==> config.mk <==
export PLATFORM = sky130hd
export DESIGN_NAME = fifo_with_ordered_waiters_unit
export DESIGN_NICKNAME = d
export VERILOG_FILES = /design/src/rtl/core/fwow_pkg.sv /design/src/rtl/core/fwow_front.sv /design/src/rtl/core/fwow_cmdq.sv /design/src/rtl/core/fwow_back.sv /design/src/rtl/core/fifo_with_ordered_waiters_unit.sv
export SDC_FILE = /design/constraint.sdc
export NUM_CORES = 2
export LEC_CHECK = 0
export ABC_CLOCK_PERIOD_IN_PS = 6800
export BUFFER_PORTS_ARGS = -buffer_cell sky130_fd_sc_hd__buf_4
export CORE_AREA = 2 2 488 490
export DETAILED_ROUTE_END_ITERATION = 12
export DIE_AREA = 0 0 490 492
export HOLD_SLACK_MARGIN = 0.05
export PLACE_DENSITY = 0.64
export SLEW_MARGIN = 30
export SYNTH_ARGS = -nofsm -noshare
export SYNTH_HDL_FRONTEND = slang
export SYNTH_SLANG_ARGS = --single-unit
==> constraint.sdc <==
create_clock -name clk -period 6.8 [get_ports clk]
set_input_delay 0.34 -clock clk [delete_from_list [all_inputs] [get_ports clk]]
set_output_delay 0.34 -clock clk [all_outputs]
set_load 0.1 [all_outputs]
==> src/rtl/core/fwow_pkg.sv <==
// Shared types and constants for the FIFO with ordered waiters.
// No dependencies; every other file of the block imports this package.
package fwow_pkg;

  localparam int ITEM_DEPTH   = 64;
  localparam int WAITER_DEPTH = 16;
  localparam int HANDLE_BITS  = 32;
  localparam int TAG_BITS     = 4;
  localparam int ACTION_BITS  = 2;
  localparam int SERVED_BITS  = 32;

  localparam int ITEM_AW   = $clog2(ITEM_DEPTH);
  localparam int ITEM_CW   = $clog2(ITEM_DEPTH + 1);
  localparam int WAITER_AW = $clog2(WAITER_DEPTH);
  localparam int WAITER_CW = $clog2(WAITER_DEPTH + 1);

  localparam int CMDQ_DEPTH = 2;
  localparam int CMDQ_AW    = $clog2(CMDQ_DEPTH);
  localparam int CMDQ_CW    = $clog2(CMDQ_DEPTH + 1);

  localparam int S_DATA_BITS   = ((HANDLE_BITS + TAG_BITS + 7) / 8) * 8;
  localparam int M_PAYLOAD_BITS = HANDLE_BITS + TAG_BITS + ITEM_CW + WAITER_CW + SERVED_BITS;
  localparam int M_DATA_BITS   = ((M_PAYLOAD_BITS + 7) / 8) * 8;

  // Field offsets inside m_tdata, lowest field first.
  localparam int M_TO_LSB     = HANDLE_BITS;
  localparam int M_ICOUNT_LSB = M_TO_LSB + TAG_BITS;
  localparam int M_WCOUNT_LSB = M_ICOUNT_LSB + ITEM_CW;
  localparam int M_SERVED_LSB = M_WCOUNT_LSB + WAITER_CW;

  localparam logic [ACTION_BITS-1:0] ACT_ENQUEUE   = 2'd0;
  localparam logic [ACTION_BITS-1:0] ACT_BLOCK_DEQ = 2'd1;
  localparam logic [ACTION_BITS-1:0] ACT_TRY_DEQ   = 2'd2;

  typedef enum logic [2:0] {
    ST_DELIVERED = 3'd0,
    ST_HANDED    = 3'd1,
    ST_STORED    = 3'd2,
    ST_WAITING   = 3'd3,
    ST_EMPTY     = 3'd4,
    ST_REJECTED  = 3'd5
  } status_t;

  typedef enum logic [1:0] {
    CMD_ENQUEUE,
    CMD_BLOCK_DEQ,
    CMD_TRY_DEQ,
    CMD_INVALID
  } cmd_kind_t;

  typedef struct packed {
    cmd_kind_t              kind;
    logic [HANDLE_BITS-1:0] handle;
    logic [TAG_BITS-1:0]    tag;
  } cmd_t;

  typedef struct packed {
    status_t                status;
    logic [HANDLE_BITS-1:0] handle;
    logic [TAG_BITS-1:0]    to;
    logic [ITEM_CW-1:0]     item_count;
    logic [WAITER_CW-1:0]   waiter_count;
    logic [SERVED_BITS-1:0] served;
  } result_t;

  typedef enum logic {
    BK_DECIDE,
    BK_READ
  } back_state_t;

endpackage

==> src/rtl/core/fwow_front.sv <==
// Front part: takes input items and classifies each into a command kind.
// Depends on fwow_pkg.
module fwow_front
  import fwow_pkg::*;
(
  input  logic                   s_tvalid,
  output logic                   s_tready,
  input  logic [S_DATA_BITS-1:0] s_tdata,   // item_handle, requester_tag, zero pad
  input  logic [ACTION_BITS-1:0] s_tuser,   // action
  output logic                   push_valid,
  input  logic                   push_ready,
  output cmd_t                   push_cmd
);

  always_comb begin
    push_cmd.handle = s_tdata[HANDLE_BITS-1:0];
    push_cmd.tag    = s_tdata[HANDLE_BITS +: TAG_BITS];
    unique case (s_tuser)
      ACT_ENQUEUE:   push_cmd.kind = CMD_ENQUEUE;
      ACT_BLOCK_DEQ: push_cmd.kind = CMD_BLOCK_DEQ;
      ACT_TRY_DEQ:   push_cmd.kind = CMD_TRY_DEQ;
      default:       push_cmd.kind = CMD_INVALID;
    endcase
  end

  assign push_valid = s_tvalid;
  assign s_tready   = push_ready;

endmodule

==> src/rtl/core/fwow_cmdq.sv <==
// Short command queue between the front and back parts.
// Depends on fwow_pkg.
module fwow_cmdq
  import fwow_pkg::*;
(
  input  logic clk,
  input  logic rst,
  input  logic push_valid,
  output logic push_ready,
  input  cmd_t push_cmd,
  output logic pop_valid,
  input  logic pop_ready,
  output cmd_t pop_cmd
);

  cmd_t               entries [CMDQ_DEPTH];
  logic [CMDQ_AW-1:0] wr_ptr;
  logic [CMDQ_AW-1:0] rd_ptr;
  logic [CMDQ_CW-1:0] count;
  logic               do_push;
  logic               do_pop;

  assign push_ready = (count != CMDQ_CW'(CMDQ_DEPTH));
  assign pop_valid  = (count != '0);
  assign pop_cmd    = entries[rd_ptr];
  assign do_push    = push_valid && push_ready;
  assign do_pop     = pop_valid && pop_ready;

  always_ff @(posedge clk) begin
    if (do_push) begin
      entries[wr_ptr] <= push_cmd;
    end
  end

  always_ff @(posedge clk) begin
    if (rst) begin
      wr_ptr <= '0;
      rd_ptr <= '0;
      count  <= '0;
    end else begin
      if (do_push) begin
        wr_ptr <= (wr_ptr == CMDQ_AW'(CMDQ_DEPTH - 1)) ? '0 : wr_ptr + 1'b1;
      end
      if (do_pop) begin
        rd_ptr <= (rd_ptr == CMDQ_AW'(CMDQ_DEPTH - 1)) ? '0 : rd_ptr + 1'b1;
      end
      if (do_push && !do_pop) begin
        count <= count + 1'b1;
      end else if (do_pop && !do_push) begin
        count <= count - 1'b1;
      end
    end
  end

endmodule

==> src/rtl/core/fwow_back.sv <==
// Back part: holds the item memory, the waiter line and the counters, carries
// out one command at a time and keeps the result in an output register.
// Depends on fwow_pkg.
module fwow_back
  import fwow_pkg::*;
(
  input  logic    clk,
  input  logic    rst,
  input  logic    cmd_valid,
  output logic    cmd_ready,
  input  cmd_t    cmd,
  output logic    out_valid,
  input  logic    out_ready,
  output result_t out_res
);

  logic [HANDLE_BITS-1:0] item_mem [ITEM_DEPTH];
  logic [TAG_BITS-1:0]    waiter_mem [WAITER_DEPTH];

  back_state_t            state, state_next;
  logic [ITEM_AW-1:0]     item_head, item_head_next;
  logic [ITEM_CW-1:0]     item_fill, item_fill_next;
  logic [WAITER_AW-1:0]   waiter_head, waiter_head_next;
  logic [WAITER_CW-1:0]   waiter_fill, waiter_fill_next;
  logic [SERVED_BITS-1:0] served, served_next;
  logic [TAG_BITS-1:0]    pend_to;
  logic [HANDLE_BITS-1:0] rd_data;

  logic                   item_wr, waiter_wr, rd_en, load_out, out_free;
  result_t                res_next;
  logic [ITEM_AW:0]       item_tail_sum;
  logic [ITEM_AW-1:0]     item_tail, item_head_inc;
  logic [WAITER_AW:0]     waiter_tail_sum;
  logic [WAITER_AW-1:0]   waiter_tail, waiter_head_inc;

  // Tail positions wrap with one compare and subtract, so any depth works.
  always_comb begin
    item_tail_sum = (ITEM_AW + 1)'(item_head) + (ITEM_AW + 1)'(item_fill);
    item_tail     = (item_tail_sum >= (ITEM_AW + 1)'(ITEM_DEPTH)) ?
                    ITEM_AW'(item_tail_sum - (ITEM_AW + 1)'(ITEM_DEPTH)) :
                    ITEM_AW'(item_tail_sum);
    item_head_inc = (item_head == ITEM_AW'(ITEM_DEPTH - 1)) ? '0 : item_head + 1'b1;
    waiter_tail_sum = (WAITER_AW + 1)'(waiter_head) + (WAITER_AW + 1)'(waiter_fill);
    waiter_tail     = (waiter_tail_sum >= (WAITER_AW + 1)'(WAITER_DEPTH)) ?
                      WAITER_AW'(waiter_tail_sum - (WAITER_AW + 1)'(WAITER_DEPTH)) :
                      WAITER_AW'(waiter_tail_sum);
    waiter_head_inc = (waiter_head == WAITER_AW'(WAITER_DEPTH - 1)) ?
                      '0 : waiter_head + 1'b1;
  end

  assign out_free = !out_valid || out_ready;

  always_comb begin
    state_next       = state;
    item_head_next   = item_head;
    item_fill_next   = item_fill;
    waiter_head_next = waiter_head;
    waiter_fill_next = waiter_fill;
    served_next      = served;
    item_wr          = 1'b0;
    waiter_wr        = 1'b0;
    rd_en            = 1'b0;
    load_out         = 1'b0;
    cmd_ready        = 1'b0;
    res_next         = '0;
    res_next.status  = ST_REJECTED;

    unique case (state)
      BK_DECIDE: begin
        if (cmd_valid && out_free) begin
          cmd_ready = 1'b1;
          load_out  = 1'b1;
          unique case (cmd.kind)
            CMD_ENQUEUE: begin
              if (waiter_fill != '0) begin
                res_next.status  = ST_HANDED;
                res_next.handle  = cmd.handle;
                res_next.to      = waiter_mem[waiter_head];
                waiter_head_next = waiter_head_inc;
                waiter_fill_next = waiter_fill - 1'b1;
                served_next      = served + 1'b1;
              end else if (item_fill != ITEM_CW'(ITEM_DEPTH)) begin
                res_next.status = ST_STORED;
                item_wr         = 1'b1;
                item_fill_next  = item_fill + 1'b1;
              end
            end
            CMD_BLOCK_DEQ: begin
              if (waiter_fill == '0 && item_fill != '0) begin
                load_out = 1'b0;
                rd_en    = 1'b1;
              end else if (waiter_fill != WAITER_CW'(WAITER_DEPTH)) begin
                res_next.status  = ST_WAITING;
                waiter_wr        = 1'b1;
                waiter_fill_next = waiter_fill + 1'b1;
              end
            end
            CMD_TRY_DEQ: begin
              if (item_fill != '0) begin
                load_out = 1'b0;
                rd_en    = 1'b1;
              end else begin
                res_next.status = ST_EMPTY;
              end
            end
            CMD_INVALID: begin
              res_next.status = ST_REJECTED;
            end
          endcase
          // A handle taken from the store is returned after the memory read.
          if (rd_en) begin
            item_head_next = item_head_inc;
            item_fill_next = item_fill - 1'b1;
            served_next    = served + 1'b1;
            state_next     = BK_READ;
          end
        end
      end
      BK_READ: begin
        if (out_free) begin
          load_out        = 1'b1;
          res_next.status = ST_DELIVERED;
          res_next.handle = rd_data;
          res_next.to     = pend_to;
          state_next      = BK_DECIDE;
        end
      end
    endcase

    res_next.item_count   = item_fill_next;
    res_next.waiter_count = waiter_fill_next;
    res_next.served       = served_next;
  end

  always_ff @(posedge clk) begin
    if (item_wr) begin
      item_mem[item_tail] <= cmd.handle;
    end
    if (rd_en) begin
      rd_data <= item_mem[item_head];
    end
  end

  always_ff @(posedge clk) begin
    if (waiter_wr) begin
      waiter_mem[waiter_tail] <= cmd.tag;
    end
    if (rd_en) begin
      pend_to <= cmd.tag;
    end
    if (load_out) begin
      out_res <= res_next;
    end
  end

  always_ff @(posedge clk) begin
    if (rst) begin
      state       <= BK_DECIDE;
      item_head   <= '0;
      item_fill   <= '0;
      waiter_head <= '0;
      waiter_fill <= '0;
      served      <= '0;
      out_valid   <= 1'b0;
    end else begin
      state       <= state_next;
      item_head   <= item_head_next;
      item_fill   <= item_fill_next;
      waiter_head <= waiter_head_next;
      waiter_fill <= waiter_fill_next;
      served      <= served_next;
      if (load_out) begin
        out_valid <= 1'b1;
      end else if (out_ready) begin
        out_valid <= 1'b0;
      end
    end
  end

endmodule

==> src/rtl/core/fifo_with_ordered_waiters_unit.sv <==
// Top level of the FIFO of data handles with an ordered line of waiters.
// Depends on fwow_pkg, fwow_front, fwow_cmdq and fwow_back.
//
// Each item on the slave side is an enqueue, a blocking dequeue or a
// try-dequeue, and each gives exactly one result item on the master side,
// in order. Items are taken into a two-entry command queue whenever it has
// room, so the slave side keeps accepting while a result waits in the
// output register. The back part carries out one command at a time: an
// enqueue, a dequeue that joins the waiter line, an empty try-dequeue or a
// rejected request is finished in the decide state; a dequeue that returns
// a stored handle then passes through the read state for the registered
// read of the item memory. With a free output register, an accepted item
// goes through the command queue and the back part into the output register
// that drives m_tvalid. The handle store holds 64 entries and the waiter
// line 16; at most one of them is nonempty at any time. Handle and waiter
// contents need no clearing after reset, so items are accepted once rst falls.
module fifo_with_ordered_waiters_unit
  import fwow_pkg::*;
(
  input  logic                   clk,
  input  logic                   rst,
  input  logic                   s_tvalid,
  output logic                   s_tready,
  input  logic [S_DATA_BITS-1:0] s_tdata,   // item_handle, requester_tag, zero pad
  input  logic [ACTION_BITS-1:0] s_tuser,   // action
  output logic                   m_tvalid,
  input  logic                   m_tready,
  output logic [M_DATA_BITS-1:0] m_tdata,   // delivered_handle, delivered_to,
                                            // item_count, waiter_count,
                                            // served_count, zero pad
  output logic [2:0]             m_tuser    // status
);

  logic    push_valid, push_ready;
  cmd_t    push_cmd;
  logic    cmd_valid, cmd_ready;
  cmd_t    cmd;
  result_t res;

  fwow_front u_front (
    .s_tvalid   (s_tvalid),
    .s_tready   (s_tready),
    .s_tdata    (s_tdata),
    .s_tuser    (s_tuser),
    .push_valid (push_valid),
    .push_ready (push_ready),
    .push_cmd   (push_cmd)
  );

  fwow_cmdq u_cmdq (
    .clk        (clk),
    .rst        (rst),
    .push_valid (push_valid),
    .push_ready (push_ready),
    .push_cmd   (push_cmd),
    .pop_valid  (cmd_valid),
    .pop_ready  (cmd_ready),
    .pop_cmd    (cmd)
  );

  fwow_back u_back (
    .clk       (clk),
    .rst       (rst),
    .cmd_valid (cmd_valid),
    .cmd_ready (cmd_ready),
    .cmd       (cmd),
    .out_valid (m_tvalid),
    .out_ready (m_tready),
    .out_res   (res)
  );

  assign m_tdata = M_DATA_BITS'({res.served, res.waiter_count, res.item_count,
                                 res.to, res.handle});
  assign m_tuser = res.status;

endmodule

Yosys cells after proc, flatten, opt, wreduce, memory -nomap -nowiden --
Memories as Yosys holds them, arrays and structs flattened. A register that Yosys moved wholly into a read port is not among the register bits. Index checks and enable logic that the tools add are counted.
Cells by class: $lt $le $gt $ge 2, equal/unequal tests 10, add/sub/neg operators 15, multiplexer cells 78, bitwise operators 1, reductions and logical operators 20
Operator list (count):
- $mux W32 | 5
- $mux W39 | 2
- $pmux W39 S2 | 1
- $mux W36 | 2
- $mux W7 | 6
- $mux W1 | 38
- $add A32 B1 Y32 const B | 1
- $mux W5 | 5
- $mux W4 | 4
- $mux W3 | 4
- $mux W6 | 2
- $pmux W3 S4 | 1
- $pmux W5 S2 | 1
- $pmux W1 S2 | 4
- $add A6 B7 Y7 | 1
- $add A7 B1 Y7 const B | 1
- $ge A7 B7 Y1 const B | 1
- $ne A7 B7 Y1 const B | 1
- $reduce_bool A7 Y1 | 1
- $sub A7 B1 Y7 const B | 1
- $add A6 B1 Y6 const B | 1
- $eq A2 B2 Y1 const B | 3
- $eq A6 B6 Y1 const B | 1
- $logic_and A1 B1 Y1 | 6
- other kinds (25) | 33
Storage, ports and cells: RAM bits 2188, memories 3, register bits after elaboration 147, output and inout bits 85, input port bits 46
Memory list:
- u_back.item_mem | depth 64, bits a word 32, rd ports 1, clocked after Yosys merged registers in 1, write ports 1, line fwow_back.sv:17 | logic [HANDLE_BITS-1:0] item_mem [ITEM_DEPTH];
- u_cmdq.entries | depth 2, bits a word 38, rd ports 1, clocked after Yosys merged registers in 1, write ports 1, line fwow_cmdq.sv:16 | cmd_t entries [CMDQ_DEPTH];
- u_back.waiter_mem | depth 16, bits a word 4, rd ports 1, clocked after Yosys merged registers in 1, write ports 1, line fwow_back.sv:18 | logic [TAG_BITS-1:0] waiter_mem [WAITER_DEPTH];

Longest topological paths before layout --
depth after elaboration 9, mapped depth 12, depth with buffers taken out 8

Cells and area by module --
From an unflattened synthesis, not the netlist that was laid out.
Unflattened totals: cell total of the unflattened synthesis 4232, area, all modules 91666.7 um^2
Modules (own cells, without submodules):
- fwow_back | area an instance 88408.5 um^2, cells each 4050, instances 1
- fwow_cmdq | area an instance 2965.3 um^2, cells each 142, instances 1
- fwow_front | area an instance 292.8 um^2, cells each 40, instances 1

Worst setup path before layout --
Ideal clock, no wire load.
path type register -> register, start reg (tool-made name), end mem u_back.item_mem[10][0], enable pin, arrival time 4.834 ns, required time 6.339 ns, cell stages (with the launch flop) 10, path buffers 3, path slack 1.505 ns, path through dfxtp_1 > clkbuf_1 > buf_1 > mux2i_1 > ha_1 > buf_2 > nand2_1 > nor4_1 > nand3_1 > nor3_1
RTL lines (line):
- to (decl) | fwow_back.sv:17

==> results <==
- In this run the deepest clock path goes through 3 buffers.
- The clock network latency to the later pin of the worst-skew pair is between 0.8 and 0.9 ns.
- The kind of capture point of the worst setup path is a flip-flop.
- The placeable core area is approximately 0.24 mm2.
- The row count is 179.
- The most numerous cell on the critical path is nor3_2.
- Pin placement for this block handled 131 I/O pins.
- The synthesized design contains between 2000 and 2500 register bits.
- Of the total power, the share spent switching nets is approximately 29%.
- The final layout contains around 4600 nets.
- The part of the power in the clock network is 33.6%.
- The signal on the critical path passes through mux2i_1 -> ha_1 -> nand2_1 -> nor3_2 -> nand4_1 -> nor3_2 -> buf_4.
- The internal cell power is 26200 uW.
- The H-tree was split into 4 levels.
- For this run, the number of standard cells in the final layout without fillers is 7930.
- The starting density of the core is 38.8%.
- The congestion estimate from routability-driven global placement came to roughly 0.82.
- The share of total power in combinational logic is 17.4%.
- The number of remaining DRC errors is 0.
- The dominant cell by count in the synthesized netlist is edfxtp_1.
- The width of the chip is 490 um.
- The number of clock buffers inserted by TritonCTS is 228.
- The clock sink total is between 2000 and 2500.
- The endpoint of the lowest-slack register-to-register path is u_back.item_mem[15][5].
- The total power density per cell area is 351 mW/mm2.
- The slew at the pin closest to its max-slew limit is 1.02 ns.
- The worst min-delay path class is in2reg.
- STA classifies the critical path startpoint as a flip-flop.
- Setup violations remaining at the end of the flow were counted as 0.
- After detailed placement, the total cell area comes to slightly below 0.1 mm2.
- The finished cells cover 0.105 mm2.
- The clock slew at the register clock pins of the worst setup and hold paths is 0.06 ns.
- The first-pass iteration count of the detailed router is 7.
- The fraction of the core area covered by cells at the end of the flow is around 44%.
- The via density per instance is about 5.7.
- The relative max-transition margin is 32.2%.
- Port buffering added 126 buffers.
- The maximum number of pins on one net before global-route repair is ~130.
- Synthesis produced a netlist whose cell count is roughly 4200.
- The final critical path takes up 68.9% of the cycle.
- In this run the static leakage power is 0.0320 uW.
- Summing the sequential cell areas from Yosys gives approximately three quarters of the chip area.
- The final critical-path required period is 4.68 ns.
- The number of hold violations in the final report was 0.
- The final number of max-transition violations is 0.
- The top flip-flop cell by instance count after synthesis is edfxtp_1.
- The number of synthesis warnings is 0.
- The end point of the worst hold path is u_cmdq.entries[0][21].
- For the worst setup path, the data arrival time is ~5.2 ns.
- The remaining antenna violation count is 0.
- The initial detailed-routing violation count is 5972.
- The net count after synthesis is 4316.
- The tool flagged a number of max-cap violations equal to 0.
- Per report_power, the sequential group accounts for 49.0% of the total.
- The overall track demand over capacity in global routing is 18.7%.
- TritonCTS built the clock tree.
- The run finished with clean final reports.
- The cell area that synthesis handed to floorplanning was around 0.092 mm2.
- The number of unique standard cell types used by synthesis is 73.
- The post-synthesis async set-or-reset flop share is 0%.
- The length in cells of the worst reg-to-reg path is 7.
- Counting instances, the worst hold path has a depth of 2.
- The setup check on the worst reg-to-reg path leaves a slack of 2.12 ns.
- The first global-routing pass estimated 327000 um of wire.
- Across the VDD grid, the largest voltage drop is 486 uV.
- The delay of the slowest cell on the worst path is 0.93 ns.
- After synthesis, the most frequently instantiated cells are 2307 x edfxtp_1, 572 x mux4_2, 110 x nand2_1.
- The number of global-route vias before repair was ~45000.
- Of the post-synthesis cell area, the dominant cell type holds 75.6%.
- The design draws roughly 37000 uW.
- The library cell used as clock root buffer is clkbuf_16.
- The count of flip-flops with a built-in enable after synthesis is 2307.
- The post-route netlist has 28.3% of its cells at a drive strength greater than 1.
- The estimated wirelength of the detail-placed design is 128000 um.
- The total wire length after detailed routing is 229000 um.
- Clock skew on the completed layout was measured at 0.0446 ns.
- The number of placed instances, taps included, is between 7000 and 8000.
- The power dissipated by switching net loads is 10700 uW.
- The area overhead of the layout relative to synthesis is 14.6%.
- Setup repair after global routing left no endpoint under its margin.
- The startpoint identified for the worst hold timing path is s_tdata[17].
- After synthesis, the cell types taking the most area are edfxtp_1 76%, mux4_2 14%, dfxtp_1 1.4%, mux2i_1 0.83%, mux2_2 0.80%.
- The number of antenna violations at the first check in global routing came to 13.
- By startpoint and endpoint, the worst setup path is classified as reg2reg.
- The die height is just under 500 um.
- The top fanout value on the critical path is 30.
- The routed via count is 45300.
- The final routed wire length divided by cell count is around 29 um.
- Among all stages on the critical path, the largest delay is contributed by nand4_1.
- The area enclosed by the die boundary is 0.241 mm2.
- The synthesized design spends more area on one cell type than any other, namely edfxtp_1.
- The data required time at the worst endpoint is 7.28 ns.
- Based on the critical path, the design can be clocked at up to around 0.21 GHz.
- The total congestion overflow is 0.
- Setup total negative slack on the finished layout was measured at 0 ns.
- The average instance in the mapped netlist occupies 21.6 um2.
-- critical path: cells and delay by family (launching register included) --
kind / cells / cell delay [ns]
adder cells (fa/ha/maj): 1 / 0.43
buffers and inverters: 1 / 0.56
flip-flops: 1 / 0.50
multiplexers: 1 / 0.37
AND/OR/NAND/NOR: 4 / 2.38
-- through the flow --
stage                     hold WS, ns  setup WS [ns]
after floorplan                 0.439           1.51
after global placement          0.487           2.20
after detailed placement        0.499           2.02
after CTS                       0.109           1.98
after global routing            0.168           1.90
final                           0.182           2.12
-- logic make-up (layout without fill, tap and decap cells) --
kind of cell | after synthesis | after routing | share of synthesized area [%]
xor+xnor | 39 | 39 | 0.373
compound gates | 352 | 352 | 2.65
buf+inv | 261 | 772 | 1.26
other cells | 0 | 4 | 0
flops | 2372 | 2372 | 77.0
mux | 719 | 719 | 15.8
fa+ha+maj | 22 | 22 | 0.317
simple gates | 483 | 483 | 2.64
-- layout make-up --
| class | instances | area [um2] |
|---|---|---|
| Timing Repair Buffer | 336 | 2760 |
| Clock inverter | 126 | 1220 |
| Tap cell | 3167 | 3960 |
| Antenna cell | 4 | 10.0 |
| Sequential cell | 2372 | 70600 |
| Multi-Input combinational cell | 1615 | 20400 |
| Inverter | 17 | 68.8 |
| Clock buffer | 293 | 6050 |
| Fill cell | 19700 | 131000 |
-- repair_timing --
action,in CTS,in global routing
resized for setup,0,0
hold endpoints to repair,100,0
hold buffers,43,0
setup buffers,0,0
-- metal layers --
layer	global-route usage, %	vias up	share of wire [%]	routed length (um)
met4	5.33	4	2.5	5710
li1	-	18600	-	-
met5	0	-	0.014	33
met3	3.06	298	8.2	18800
met2	30.6	2091	49	112000
met1	26.1	24300	40	92400
-- state kept, by name, indices dropped and copies added, names as in the netlist, named ones only --
register / flops
u_back.item_fill: 7
u_back.out_res: 83
u_back.waiter_mem: 64
u_cmdq.entries: 76
u_back.waiter_fill: 5
u_back.pend_to: 4
u_back.out_valid: 1
u_cmdq.wr_ptr: 1
u_cmdq.count: 2
u_cmdq.rd_ptr: 1
u_back.rd_data: 32
u_back.waiter_head: 4
u_back.item_head: 6
u_back.served: 32
u_back.state: 1
u_back.item_mem: 2048
-- how the worst max path moves through the flow --
stage                                   end  slack [ns]  cells after the start
finish               u_back.item_mem[15][5]        2.12                      7
global route         u_back.item_mem[15][9]        1.90                      7
floorplan            u_back.item_mem[10][0]        1.51                      9
detailed placement  u_back.item_mem[52][28]        2.02                      7
global placement    u_back.item_mem[52][29]        2.20                      7
CTS                  u_back.item_mem[52][4]        1.98                      7
-- power groups by stage --
| stage | registers, uW | logic, uW | clock network, uW |
|---|---|---|---|
| floorplan | 20200 | 2400 | 0 |
| global placement | 18400 | 6250 | 0 |
| detailed placement | 18400 | 6400 | 0 |
| CTS | 18100 | 6420 | 12600 |
| global route | 18100 | 6710 | 13100 |
| finish | 18100 | 6410 | 12400 |
-- cell usage in the layout, fill, tap and decap left out, drive strengths merged, types with 8 or more instances in the layout --
cell type / synthesis / final
edfxtp: 2307 / 2307
nand4: 19 / 19
dlygate4sd3: 0 / 43
o21ai: 39 / 39
clkinvlp: 0 / 9
dfxtp: 65 / 65
mux4: 572 / 572
mux2: 71 / 71
nor3: 90 / 90
o32ai: 13 / 13
o211ai: 11 / 11
a31oi: 17 / 17
buf: 140 / 293
xnor2: 13 / 13
inv: 15 / 21
a22o: 36 / 36
mux2i: 76 / 76
o31ai: 17 / 17
o221ai: 12 / 12
or4: 14 / 14
o22ai: 53 / 53
and3: 8 / 8
ha: 20 / 20
a22oi: 34 / 34
nand3: 38 / 38
xor2: 26 / 26
nor2b: 32 / 32
a21oi: 70 / 70
clkbuf: 104 / 293
bufinv: 0 / 18
nand2: 110 / 110
nor4: 22 / 22
a211oi: 13 / 13
nor2: 101 / 101
clkinv: 2 / 95
nand2b: 10 / 10
Note: power is estimated with default switching activity, not from simulation.
